`config.mk`:
```
export PLATFORM = sky130hd
export DESIGN_NAME = piecewise_linear_lut_interp_unit_flat
export DESIGN_NICKNAME = d
export VERILOG_FILES = /design/src/hw/rtl/plli_pkg.sv /design/src/hw/rtl/plli_in_if.sv /design/src/hw/rtl/plli_out_if.sv /design/src/hw/rtl/plli_div.sv /design/src/hw/rtl/piecewise_linear_lut_interp_unit.sv /design/src/flat_wrapper.sv
export SDC_FILE = /design/constraint.sdc
export NUM_CORES = 2
export LEC_CHECK = 0
export BUFFER_PORTS_ARGS = -buffer_cell sky130_fd_sc_hd__buf_2
export CORE_ASPECT_RATIO = 1.75
export CORE_MARGIN = 2
export CORE_UTILIZATION = 50
export DETAILED_ROUTE_END_ITERATION = 16
export PLACE_DENSITY = 0.66
export SYNTH_ARGS = -nofsm -noshare
export SYNTH_HDL_FRONTEND = slang
export SYNTH_SLANG_ARGS = --single-unit
```
`constraint.sdc`:
```
create_clock -name clk -period 8.12 [get_ports clk]
set_clock_uncertainty 0.05 [all_clocks]
set_input_delay 1.218 -clock clk [delete_from_list [all_inputs] [get_ports clk]]
set_output_delay 1.218 -clock clk [all_outputs]
set_load 0.02 [all_outputs]
```
`src/hw/rtl/plli_pkg.sv`:
```
// shared types and constants for the piecewise linear interpolation table
package plli_pkg;

  localparam int TABLE_DEPTH = 16;
  localparam int IDX_W       = $clog2(TABLE_DEPTH);
  localparam int CNT_W       = IDX_W + 1;
  localparam int DATA_W      = 16;
  localparam int DIV_STEPS   = DATA_W;
  localparam int DIV_CNT_W   = $clog2(DIV_STEPS);

  localparam logic [CNT_W-1:0] MAX_COUNT = CNT_W'(TABLE_DEPTH);

  localparam logic OP_LOAD  = 1'b0;
  localparam logic OP_QUERY = 1'b1;

  localparam logic [2:0] ST_INTERP   = 3'd0;
  localparam logic [2:0] ST_LOW      = 3'd1;
  localparam logic [2:0] ST_HIGH     = 3'd2;
  localparam logic [2:0] ST_FEW      = 3'd3;
  localparam logic [2:0] ST_UNSORTED = 3'd4;

  typedef enum logic [2:0] {
    S_IDLE,
    S_RD0,
    S_RDL,
    S_SCAN,
    S_MUL,
    S_DIVST,
    S_DIV,
    S_DONE
  } state_t;

  typedef struct packed {
    logic                  start;
    logic [2*DATA_W-1:0]   dividend;
    logic [DATA_W-1:0]     divisor;
  } div_req_t;

  typedef struct packed {
    logic                  done;
    logic [DATA_W-1:0]     quotient;
  } div_rsp_t;

endpackage

```
`src/hw/rtl/plli_in_if.sv`:
```
// request channel: breakpoint loads and queries
interface plli_in_if;
  logic               valid;
  logic               ready;
  logic               opcode;
  logic [3:0]         point_index;
  logic signed [15:0] point_x;
  logic signed [15:0] point_y;
  logic signed [15:0] query_x;

  modport source (output valid, opcode, point_index, point_x, point_y, query_x,
                  input ready);
  modport sink   (input valid, opcode, point_index, point_x, point_y, query_x,
                  output ready);
endinterface

```
`src/hw/rtl/plli_out_if.sv`:
```
// result channel: interpolated value and status
interface plli_out_if;
  logic               valid;
  logic               ready;
  logic signed [15:0] result_y;
  logic [2:0]         status;

  modport source (output valid, result_y, status, input ready);
  modport sink   (input valid, result_y, status, output ready);
endinterface

```
`src/hw/rtl/plli_div.sv`:
```
// restoring divider, one quotient bit per cycle, quotient known to fit 16 bits
module plli_div (
  input  logic               clk,
  input  logic               rst,
  input  plli_pkg::div_req_t req,
  output plli_pkg::div_rsp_t rsp
);
  import plli_pkg::*;

  logic                 busy;
  logic                 done;
  logic [DIV_CNT_W-1:0] cnt;
  logic [DATA_W-1:0]    rem;
  logic [DATA_W-1:0]    lo;
  logic [DATA_W-1:0]    den;
  logic [DATA_W-1:0]    quot;
  logic [DATA_W:0]      trial;
  logic [DATA_W:0]      diff;
  logic                 fits;

  assign trial = {rem, lo[DATA_W-1]};
  assign diff  = trial - {1'b0, den};
  assign fits  = trial >= {1'b0, den};

  always_ff @(posedge clk) begin
    if (rst) begin
      busy <= 1'b0;
      done <= 1'b0;
      cnt  <= '0;
    end else begin
      done <= 1'b0;
      if (req.start) begin
        busy <= 1'b1;
        cnt  <= DIV_CNT_W'(DIV_STEPS - 1);
      end else if (busy) begin
        if (cnt == '0) begin
          busy <= 1'b0;
          done <= 1'b1;
        end
        cnt <= cnt - 1'b1;
      end
    end
  end

  // high half starts below the divisor, so the remainder stays in 16 bits
  always_ff @(posedge clk) begin
    if (req.start) begin
      rem <= req.dividend[2*DATA_W-1:DATA_W];
      lo  <= req.dividend[DATA_W-1:0];
      den <= req.divisor;
    end else if (busy) begin
      rem  <= fits ? diff[DATA_W-1:0] : trial[DATA_W-1:0];
      lo   <= {lo[DATA_W-2:0], 1'b0};
      quot <= {quot[DATA_W-2:0], fits};
    end
  end

  assign rsp.done     = done;
  assign rsp.quotient = quot;

endmodule

```
`src/hw/rtl/piecewise_linear_lut_interp_unit.sv`:
```
// top level of the piecewise linear interpolation table
//
// usage
// - req channel (valid/ready): opcode 0 loads breakpoint (point_x, point_y) into
//   slot point_index and gives no result; opcode 1 asks for y at query_x
// - rsp channel (valid/ready): one transfer per query, result_y plus status
//   (0 interpolated, 1 clamped low, 2 clamped high, 3 too few points, 4 unsorted)
// - cfg_we/cfg_wdata write point_count, the number of breakpoints in use;
//   write it only while no query is in flight
// - a load is written into the table when it transfers; a query with too few points
//   goes straight to the done state, one that clamps low reads the first table entry,
//   one that clamps high the last entry too, and one that interpolates reads both,
//   scans up to 15 entries at one per cycle, then multiplies, starts the divider
//   and waits for the bit-serial divide; one query at a time, and the next request
//   is taken as soon as the previous result sits in the output register
// - when the receiver stalls, a finished result waits in the done state until
//   the output register frees up
// - reset clears point_count and control; table contents stay undefined until
//   loaded, and no clearing pass is needed
module piecewise_linear_lut_interp_unit (
  input  logic       clk,
  input  logic       rst,
  input  logic       cfg_we,
  input  logic [4:0] cfg_wdata,
  plli_in_if.sink    req,
  plli_out_if.source rsp
);
  import plli_pkg::*;

  localparam logic signed [DATA_W+1:0] SAT_HI = 18'sd32767;
  localparam logic signed [DATA_W+1:0] SAT_LO = -18'sd32768;

  state_t state, state_next;

  // configuration
  logic [CNT_W-1:0] point_count;
  logic [CNT_W-1:0] n_sat;

  // table memory, {x, y} per slot, registered read
  logic [2*DATA_W-1:0] mem [TABLE_DEPTH];
  logic [2*DATA_W-1:0] rd_data;
  logic [IDX_W-1:0]    rd_addr;
  logic signed [DATA_W-1:0] cur_x, cur_y;

  // query context
  logic signed [DATA_W-1:0] q;
  logic [CNT_W-1:0]         n;
  logic [IDX_W-1:0]         last_idx;
  logic [IDX_W-1:0]         k;
  logic signed [DATA_W-1:0] prev_x, prev_y;
  logic                     hit;

  // segment math
  logic signed [DATA_W-1:0]   seg_y1;
  logic signed [DATA_W:0]     seg_dq;
  logic signed [DATA_W:0]     seg_dy;
  logic [DATA_W-1:0]          seg_den;
  logic signed [2*DATA_W+1:0] prod;
  logic signed [2*DATA_W+1:0] prod_neg;
  logic signed [DATA_W:0]     pair_sum;
  logic signed [DATA_W:0]     pair_adj;
  logic signed [DATA_W:0]     avg;
  logic signed [DATA_W+1:0]   quot_mag;
  logic signed [DATA_W+1:0]   quot_s;
  logic signed [DATA_W+1:0]   interp;
  logic signed [DATA_W-1:0]   interp_sat;

  div_req_t div_req;
  div_rsp_t div_rsp;
  logic     div_start;

  // pending result and output register
  logic signed [DATA_W-1:0] res_y;
  logic [2:0]               res_st;
  logic                     rsp_valid;
  logic signed [DATA_W-1:0] rsp_y;
  logic [2:0]               rsp_st;
  logic                     slot_free;
  logic                     req_ready;
  logic                     req_xfer;

  assign req_xfer  = req.valid && req_ready;
  assign slot_free = !rsp_valid || rsp.ready;
  assign n_sat     = (point_count > MAX_COUNT) ? MAX_COUNT : point_count;
  assign last_idx  = IDX_W'(n - 1'b1);

  assign cur_x = rd_data[2*DATA_W-1:DATA_W];
  assign cur_y = rd_data[DATA_W-1:0];

  // segment [prev, cur] holds the query
  assign hit = (q >= prev_x) && (q <= cur_x);

  // equal segment ends: halve the sum, rounding toward zero
  assign pair_sum = DATA_W'(0) + (DATA_W+1)'(prev_y) + (DATA_W+1)'(cur_y);
  assign pair_adj = pair_sum + {{DATA_W{1'b0}}, pair_sum[DATA_W]};
  assign avg      = pair_adj >>> 1;

  // divider works on magnitudes; dq is never negative so the sign is dy's
  assign prod_neg = -prod;
  assign quot_mag = {2'b00, div_rsp.quotient};
  assign quot_s   = prod[2*DATA_W+1] ? -quot_mag : quot_mag;
  assign interp   = (DATA_W+2)'(seg_y1) + quot_s;
  assign interp_sat = (interp > SAT_HI) ? SAT_HI[DATA_W-1:0] :
                      (interp < SAT_LO) ? SAT_LO[DATA_W-1:0] : interp[DATA_W-1:0];

  assign div_req.start    = div_start;
  assign div_req.dividend = prod[2*DATA_W+1] ? prod_neg[2*DATA_W-1:0] : prod[2*DATA_W-1:0];
  assign div_req.divisor  = seg_den;

  plli_div u_div (
    .clk (clk),
    .rst (rst),
    .req (div_req),
    .rsp (div_rsp)
  );

  // config register
  always_ff @(posedge clk) begin
    if (rst) begin
      point_count <= '0;
    end else if (cfg_we) begin
      point_count <= cfg_wdata;
    end
  end

  // table memory: loads write, the scan reads one entry per cycle
  always_ff @(posedge clk) begin
    if (req_xfer && req.opcode == OP_LOAD) begin
      mem[req.point_index] <= {req.point_x, req.point_y};
    end
    rd_data <= mem[rd_addr];
  end

  always_ff @(posedge clk) begin
    if (rst) begin
      state <= S_IDLE;
    end else begin
      state <= state_next;
    end
  end

  always_comb begin
    state_next = state;
    req_ready  = 1'b0;
    rd_addr    = '0;
    div_start  = 1'b0;
    case (state)
      S_IDLE: begin
        req_ready = 1'b1;
        if (req.valid && req.opcode == OP_QUERY) begin
          state_next = (n_sat < CNT_W'(2)) ? S_DONE : S_RD0;
        end
      end
      S_RD0: begin
        // first entry on the read port, fetch the last one
        rd_addr    = last_idx;
        state_next = (q <= cur_x) ? S_DONE : S_RDL;
      end
      S_RDL: begin
        rd_addr    = IDX_W'(1);
        state_next = (q >= cur_x) ? S_DONE : S_SCAN;
      end
      S_SCAN: begin
        rd_addr = k + 1'b1;
        if (hit) begin
          state_next = (prev_x == cur_x) ? S_DONE : S_MUL;
        end else if (k == last_idx) begin
          state_next = S_DONE;
        end
      end
      S_MUL: begin
        state_next = S_DIVST;
      end
      S_DIVST: begin
        div_start  = 1'b1;
        state_next = S_DIV;
      end
      S_DIV: begin
        if (div_rsp.done) begin
          state_next = S_DONE;
        end
      end
      S_DONE: begin
        if (slot_free) begin
          state_next = S_IDLE;
        end
      end
      default: begin
        state_next = S_IDLE;
      end
    endcase
  end

  // query datapath
  always_ff @(posedge clk) begin
    case (state)
      S_IDLE: begin
        if (req_xfer && req.opcode == OP_QUERY) begin
          q      <= req.query_x;
          n      <= n_sat;
          res_y  <= '0;
          res_st <= ST_FEW;
        end
      end
      S_RD0: begin
        prev_x <= cur_x;
        prev_y <= cur_y;
        res_y  <= cur_y;
        res_st <= ST_LOW;
      end
      S_RDL: begin
        // last y stays in res_y for the clamp and the unsorted fault
        res_y  <= cur_y;
        res_st <= ST_HIGH;
        k      <= IDX_W'(1);
      end
      S_SCAN: begin
        if (hit) begin
          seg_y1  <= prev_y;
          seg_dq  <= (DATA_W+1)'(q) - (DATA_W+1)'(prev_x);
          seg_dy  <= (DATA_W+1)'(cur_y) - (DATA_W+1)'(prev_y);
          seg_den <= DATA_W'((DATA_W+1)'(cur_x) - (DATA_W+1)'(prev_x));
          res_y   <= avg[DATA_W-1:0];
          res_st  <= ST_INTERP;
        end else begin
          if (k == last_idx) begin
            res_st <= ST_UNSORTED;
          end
          prev_x <= cur_x;
          prev_y <= cur_y;
          k      <= k + 1'b1;
        end
      end
      S_MUL: begin
        prod <= seg_dq * seg_dy;
      end
      S_DIV: begin
        if (div_rsp.done) begin
          res_y <= interp_sat;
        end
      end
      default: begin
      end
    endcase
  end

  // output register
  always_ff @(posedge clk) begin
    if (rst) begin
      rsp_valid <= 1'b0;
    end else if (state == S_DONE && slot_free) begin
      rsp_valid <= 1'b1;
    end else if (rsp.ready) begin
      rsp_valid <= 1'b0;
    end
  end

  always_ff @(posedge clk) begin
    if (state == S_DONE && slot_free) begin
      rsp_y  <= res_y;
      rsp_st <= res_st;
    end
  end

  assign req.ready    = req_ready;
  assign rsp.valid    = rsp_valid;
  assign rsp.result_y = rsp_y;
  assign rsp.status   = rsp_st;

`ifndef SYNTHESIS
  a_div_done_in_wait: assert property (@(posedge clk) disable iff (rst)
    div_rsp.done |-> state == S_DIV)
    else $error("divider finished outside its wait state");

  a_scan_in_range: assert property (@(posedge clk) disable iff (rst)
    state == S_SCAN |-> {1'b0, k} < n)
    else $error("scan index beyond breakpoints in use");

  a_result_from_done: assert property (@(posedge clk) disable iff (rst)
    $rose(rsp_valid) |-> $past(state) == S_DONE)
    else $error("result presented without a finished query");
`endif

endmodule
```
`src/flat_wrapper.sv`:
```
// flat-port wrapper written by rule: the top's interface ports become plain ports
module piecewise_linear_lut_interp_unit_flat import plli_pkg::*;
  (clk, rst, cfg_we, cfg_wdata, req_valid, req_opcode, req_point_index, req_point_x, req_point_y, req_query_x, req_ready, rsp_valid, rsp_result_y, rsp_status, rsp_ready);
  plli_in_if req_i ();
  plli_out_if rsp_i ();
  input  logic clk;
  input  logic rst;
  input  logic cfg_we;
  input  logic [4:0] cfg_wdata;
  input wire logic [$bits(req_i.valid)-1:0] req_valid;
  input wire logic [$bits(req_i.opcode)-1:0] req_opcode;
  input wire logic [$bits(req_i.point_index)-1:0] req_point_index;
  input wire logic [$bits(req_i.point_x)-1:0] req_point_x;
  input wire logic [$bits(req_i.point_y)-1:0] req_point_y;
  input wire logic [$bits(req_i.query_x)-1:0] req_query_x;
  output wire logic [$bits(req_i.ready)-1:0] req_ready;
  output wire logic [$bits(rsp_i.valid)-1:0] rsp_valid;
  output wire logic [$bits(rsp_i.result_y)-1:0] rsp_result_y;
  output wire logic [$bits(rsp_i.status)-1:0] rsp_status;
  input wire logic [$bits(rsp_i.ready)-1:0] rsp_ready;
  assign req_i.valid = req_valid;
  assign req_i.opcode = req_opcode;
  assign req_i.point_index = req_point_index;
  assign req_i.point_x = req_point_x;
  assign req_i.point_y = req_point_y;
  assign req_i.query_x = req_query_x;
  assign req_ready = req_i.ready;
  assign rsp_valid = rsp_i.valid;
  assign rsp_result_y = rsp_i.result_y;
  assign rsp_status = rsp_i.status;
  assign rsp_i.ready = rsp_ready;
  piecewise_linear_lut_interp_unit u_core (.clk(clk), .rst(rst), .cfg_we(cfg_we), .cfg_wdata(cfg_wdata), .req(req_i), .rsp(rsp_i));
endmodule
```
* Word-level counts from Yosys, hierarchy flattened
Memories as Yosys holds them, arrays and structs flattened. A register that Yosys moved wholly into a read port is not among the register bits.
Index checks and enable logic that the tools add are counted.
** Storage, ports and cells
- Output and inout port bits :: 21
- Memories kept :: 1
- Logic and storage cells :: 138
- Memory bits (writable) :: 512
- Bits in read-only memories :: 0
- Register bits :: 273
- Latch bits :: 0
- Bits of input ports :: 63
** Cells by class
- $lt $le $gt $ge :: 8
- Equality and inequality tests :: 16
- Reductions and logical operators :: 26
- Div/mod/pow operators :: 0
- Shifts and indexed selects :: 0
- Multiplexer cells :: 47
- $add $sub $neg :: 12
- $mul :: 1
- Bitwise gates (word level) :: 3
** Memory list
- u_core.mem :: depth 16, bits a word 32, read ports 1, clocked after memory_dff 1, write ports 1, line piecewise_linear_lut_interp_unit.sv:40 : logic [2*DATA_W-1:0] mem [TABLE_DEPTH];
** Operators by type and width (count)
- 2-to-1 mux 16 bit :: 12
- one-hot mux 16 bit (2 select lines) :: 2
- one-hot mux 16 bit (4 select lines) :: 1
- multiplier 17 x 17 -> 34 bit :: 1
- subtractor 16 x 16 -> 17 bit :: 2
- 2-to-1 mux 3 bit :: 11
- >= comparator 16 bit :: 2
- 2-to-1 mux 32 bit :: 1
- negation 32 bit :: 1
- subtractor 16 bit :: 2
- one-hot mux 3 bit (8 select lines) :: 1
- adder 16 x 18 -> 18 bit :: 1
- > comparator 18 x 16 -> 1 bit (second input constant) :: 1
- less-than comparator 18 x 16 -> 1 bit (second input constant) :: 1
- 2-to-1 mux 18 bit :: 1
- negation 16 -> 18 bit :: 1
- adder 16 x 16 -> 17 bit :: 1
- adder 17 x 1 -> 17 bit :: 1
- >= comparator 17 x 16 -> 1 bit :: 1
- == test 16 bit :: 1
- <= comparator 16 bit :: 1
- == test 3 bit (second input constant) :: 4
- 2-to-1 mux 4 bit :: 3
- one-hot mux 3 bit (4 select lines) :: 1
- 28 further kinds :: 59

* Logic depth before layout (Yosys ltp)
- Depth after elaboration :: 8
- Mapped depth :: 25
- Gate-level depth less buffers :: 24

* By module
Synthesis repeated with hierarchy kept, for this count alone.
** Second synthesis, totals
- Cell total of the unflattened synthesis :: 3559
- Area total of the unflattened synthesis :: 47164.0 um^2
** By module, submodules not included
- piecewise_linear_lut_interp_unit :: seq. area each 21991.1 um^2, area an instance 43471.7 um^2, cells each 3251, instances 1
- plli_div :: seq. area each 2042.0 um^2, area an instance 3692.3 um^2, cells each 308, instances 1

* Worst setup path before layout
OpenSTA, ideal clock, no wires.
- Path type :: register to register
- From :: register u_core.seg_dq[10]
- To :: register u_core.prod[31], data pin
- Stages on the path, launching flop included :: 20
- Clock period less this slack :: 6033 ps
- Buffers on the path :: 1
- Library setup time :: 258 ps
- Arrival time :: 5725 ps
- Path slack :: 2087 ps
- Cell sequence :: edfxtp_1 > clkbuf_1 > nand2_1 > fa_1 > fa_1 > fa_1 > fa_1 > inv_1 > fa_1 > fa_1 > ha_1 > a211oi_1 > o21bai_1 > a31o_2 > a31o_2 > a41oi_1 > a21o_1 > o22a_1 > nor2b_1 > xnor2_1
** Between the ends
- Cells in the longest elaborated chain, start to end :: 1
** Ends and longest elaborated chain
- start, declared :: line piecewise_linear_lut_interp_unit.sv:55 : logic signed [DATA_W:0] seg_dq;
- start signal, assigned :: line piecewise_linear_lut_interp_unit.sv:220 : seg_dq <= (DATA_W+1)'(q) - (DATA_W+1)'(prev_x);
- multiplier 17 x 17 -> 34 bit :: line piecewise_linear_lut_interp_unit.sv:235 : prod <= seg_dq * seg_dy;
- end signal, assigned :: line piecewise_linear_lut_interp_unit.sv:235
- end, declared :: line piecewise_linear_lut_interp_unit.sv:58 : logic signed [2*DATA_W+1:0] prod;
No other way between the ends.
A chain may end at the register's enable or synchronous reset.

* Worst setup path in the final report
- From :: register u_core.seg_dy[2]
- To :: register u_core.prod[31], data pin
** Between the ends
- Cells in the longest elaborated chain, start to end :: 1
** Ends and longest elaborated chain
- start, declared :: line piecewise_linear_lut_interp_unit.sv:56 : logic signed [DATA_W:0] seg_dy;
- start signal, assigned :: line piecewise_linear_lut_interp_unit.sv:221 : seg_dy <= (DATA_W+1)'(cur_y) - (DATA_W+1)'(prev_y);
- multiplier 17 x 17 -> 34 bit :: line piecewise_linear_lut_interp_unit.sv:235
No other way between the ends.

==> flow_summary.yaml <==
logic_synthesis:
  async_flop_share_pct: 0
  synth_flop_cell: "edfxtp_1"
  syn_area_mm2: 0.0474
  ys_seq_elements: 816
  synth-edff-count: 769
  synth_cells: 4045
  ys_types: 75
  synth_warnings: 0
  yosysMostFrequentCell: "edfxtp_1"
  synth_area_leaders: "edfxtp_1 (49%), fa_1 (13%), ha_1 (5.4%)"
  yosysTopAreaCellShare_pct: 48.7
  synth_area_per_cell_um2: 11.7
  synth_seq_area_share_pct: 50.7
  synth_commonest_cells: "edfxtp_1 (769), nand2_1 (499), inv_1 (445), fa_1 (302), and2_1 (281)"
  yosys.area.top_type: "edfxtp_1"
  synth_fp_nets: 4613
setup_path:
  worstRegToRegCells: 20
  rr_endpoint: "u_core.prod[31]"
  critPathArrivalTime_ps: 7010
  rrSetupSlack_ps: 1470
  criticalPathCategory: "flip-flop to flip-flop"
  r2r_start: "u_core.seg_dy[2]"
  cp.required_ps: 8480
  end_kind: "flip-flop"
  path_max_fanout: 17
  start_kind: "flip-flop"
global_routing:
  overflow: 0
  track_usage_pct: 24.2
  antenna_found_initial: 13
  grt_max_degree: 157
  grt_pass1_wl_mm: 178
  grt_pass1_vias: 31100
die:
  floorplan.initialDensity_pct: 50.3
  placementRows: 149
  chipHeight_um: 411
  dieArea_mm2: 0.0973
  core_area_mm2: 0.0941
  io_pins: 84
  fp.dieW_um: 237
cells_and_area:
  area.growth.synth_to_final_pct: 9.21
  final_layout_size_suffix_gt1_share_pct: 7.16
  finish.utilization_pct: 55.0
  final_cell_area_mm2: 0.0517
  nFillCells: 7912
  finalNetCount: 4637
clock_tree:
  htreeDepth: 3
  post-cts-setup-buffers: 0
  clk_pin_slew_ps: 80
  insertion_delay_ps: 670
  cts_resized: 0
  cts_made_buffers: 77
  clockBufferDepth: 3
  tritoncts: "yes"
  holdBufCountCts: 0
  root_buffer: "clkbuf_16"
  cts.sinks: 816
placed_design:
  dp_hpwl_mm: 79.9
  place_area_mm2: 0.0491
  port_buffers: 83
  globalplace.congestion: 0.953
timing:
  fmax_ghz: 0.150
  fin_tns_setup_ps: 0
  finalSetupViolCount: 0
  hold_violations: 0
  drv_slew: 0
  period_share_pct: 81.9
  period_minus_slack_ps: 6650
  rsz0062_at_grt: "false"
  slew_headroom_pct: 23.8
  tightest_slew_ps: 1130
routing:
  viasPerCell: 5.72
  dr.pass1.iters: 5
  drtIter0Drc: 2040
  ant_nets: 0
  vias: 30600
  drt_wl_total_mm: 117
  drc: 0
  wl_per_cell_um: 21.8
worst_hold_path:
  worstHoldPathCells: 0
  hold_start: "u_core.seg_den[12]"
  hold_class: "flip-flop to flip-flop"
  holdPathEnd: "u_core.u_div.den[12]"
run:
  maxCapViolations: 0
status:
  status: "finished, final reports clean"
==> metal layers <==
layer	vias to the layer above	part of all wire (%)	GRT usage [%]
li1	14200	-	-
met1	15300	35	25.7
met2	759	54	45.1
met3	314	4.6	3.70
met4	16	6.2	14.3
met5	-	0.090	0
==> critical path: stages, from the launching register on <==
cell and delay, ps:
edfxtp_1 770, nand2_1 170, fa_1 540, fa_1 510
fa_1 520, inv_1 60, fa_1 500, fa_1 510
inv_1 50, fa_1 470, inv_1 40, ha_1 310
o21ai_0 260, o21bai_1 180, a31o_2 300, a31o_2 270
a41oi_1 270, a21o_1 200, o22a_1 170, nor2b_1 150
xnor2_1 80
==> layout make-up <==
cell class / count / area [um^2] / share of cell area (%)
Timing Repair Buffer: 123 / 741 / 1.43
Antenna cell: 4 / 10.0 / 0.0193
Clock inverter: 42 / 474 / 0.916
Clock buffer: 101 / 2120 / 4.10
Multi-Input combinational cell: 2605 / 21200 / 40.9
Sequential cell: 816 / 24000 / 46.4
Tap cell: 1208 / 1510 / 2.92
Inverter: 446 / 1670 / 3.24
==> worst max-delay path by stage <==
stage                       from  depth (start not counted)         endpoint  slack [ps]
2_1_floorplan  u_core.seg_dq[10]                         19  u_core.prod[31]        2090
5_1_grt        u_core.seg_dq[11]                         20  u_core.prod[31]        1210
3_3_place_gp    u_core.seg_dq[7]                         19  u_core.prod[31]        1620
4_1_cts         u_core.seg_dq[8]                         21  u_core.prod[31]        1470
6_report        u_core.seg_dy[2]                         20  u_core.prod[31]        1470
3_5_place_dp    u_core.seg_dq[8]                         21  u_core.prod[31]        1470
==> flip-flops by register name (all words and copies together), names as in the netlist, 5 cells and up <==
name / cells
u_core.rd_data: 32
u_core.q: 16
u_core.point_count: 5
u_core.seg_y1: 16
u_core.u_div.rem: 16
u_core.prev_y: 16
u_core.seg_dy: 17
u_core.seg_dq: 17
u_core.mem: 512
u_core.u_div.quot: 16
u_core.prev_x: 16
u_core.res_y: 16
u_core.prod: 33
u_core.rsp.result_y: 16
u_core.u_div.lo: 16
u_core.seg_den: 16
u_core.u_div.den: 16
==> metrics by stage <==
step	setup slack, ps	std cells	hold slack (ps)
after detailed placement	1470	5198	356
after global placement	1620	5198	353
after floorplan	2090	4045	350
after CTS	1470	5341	371
final	1470	5345	370
after global routing	1210	5342	377
==> kinds of logic after synthesis <==
logic type / count (synthesis) / synth area share (%)
AND/OR/NAND/NOR: 1163 / 11.9
flip-flops: 816 / 50.7
AO/OA/AOI/OAI: 752 / 10.8
buffers and inverters: 624 / 4.94
adder cells (fa/ha/maj): 505 / 18.1
XOR/XNOR: 167 / 3.09
multiplexers: 18 / 0.380
==> cell usage in the layout, fill, tap and decap left out, types with 79 or more instances in the layout <==
cell type / synthesis / layout
a21oi_1: 168 / 167
a211oi_1: 172 / 172
and2_1: 281 / 280
nand2_1: 499 / 499
buf_2: 0 / 83
edfxtp_1: 769 / 769
ha_1: 203 / 203
clkbuf_16: 0 / 79
inv_1: 445 / 445
o21ai_0: 84 / 84
fa_1: 302 / 302
xnor2_1: 124 / 124
nor2_1: 138 / 123
Power is not shown: default switching activity piles up to over one toggle a cycle in this logic, so the estimate is an artifact.
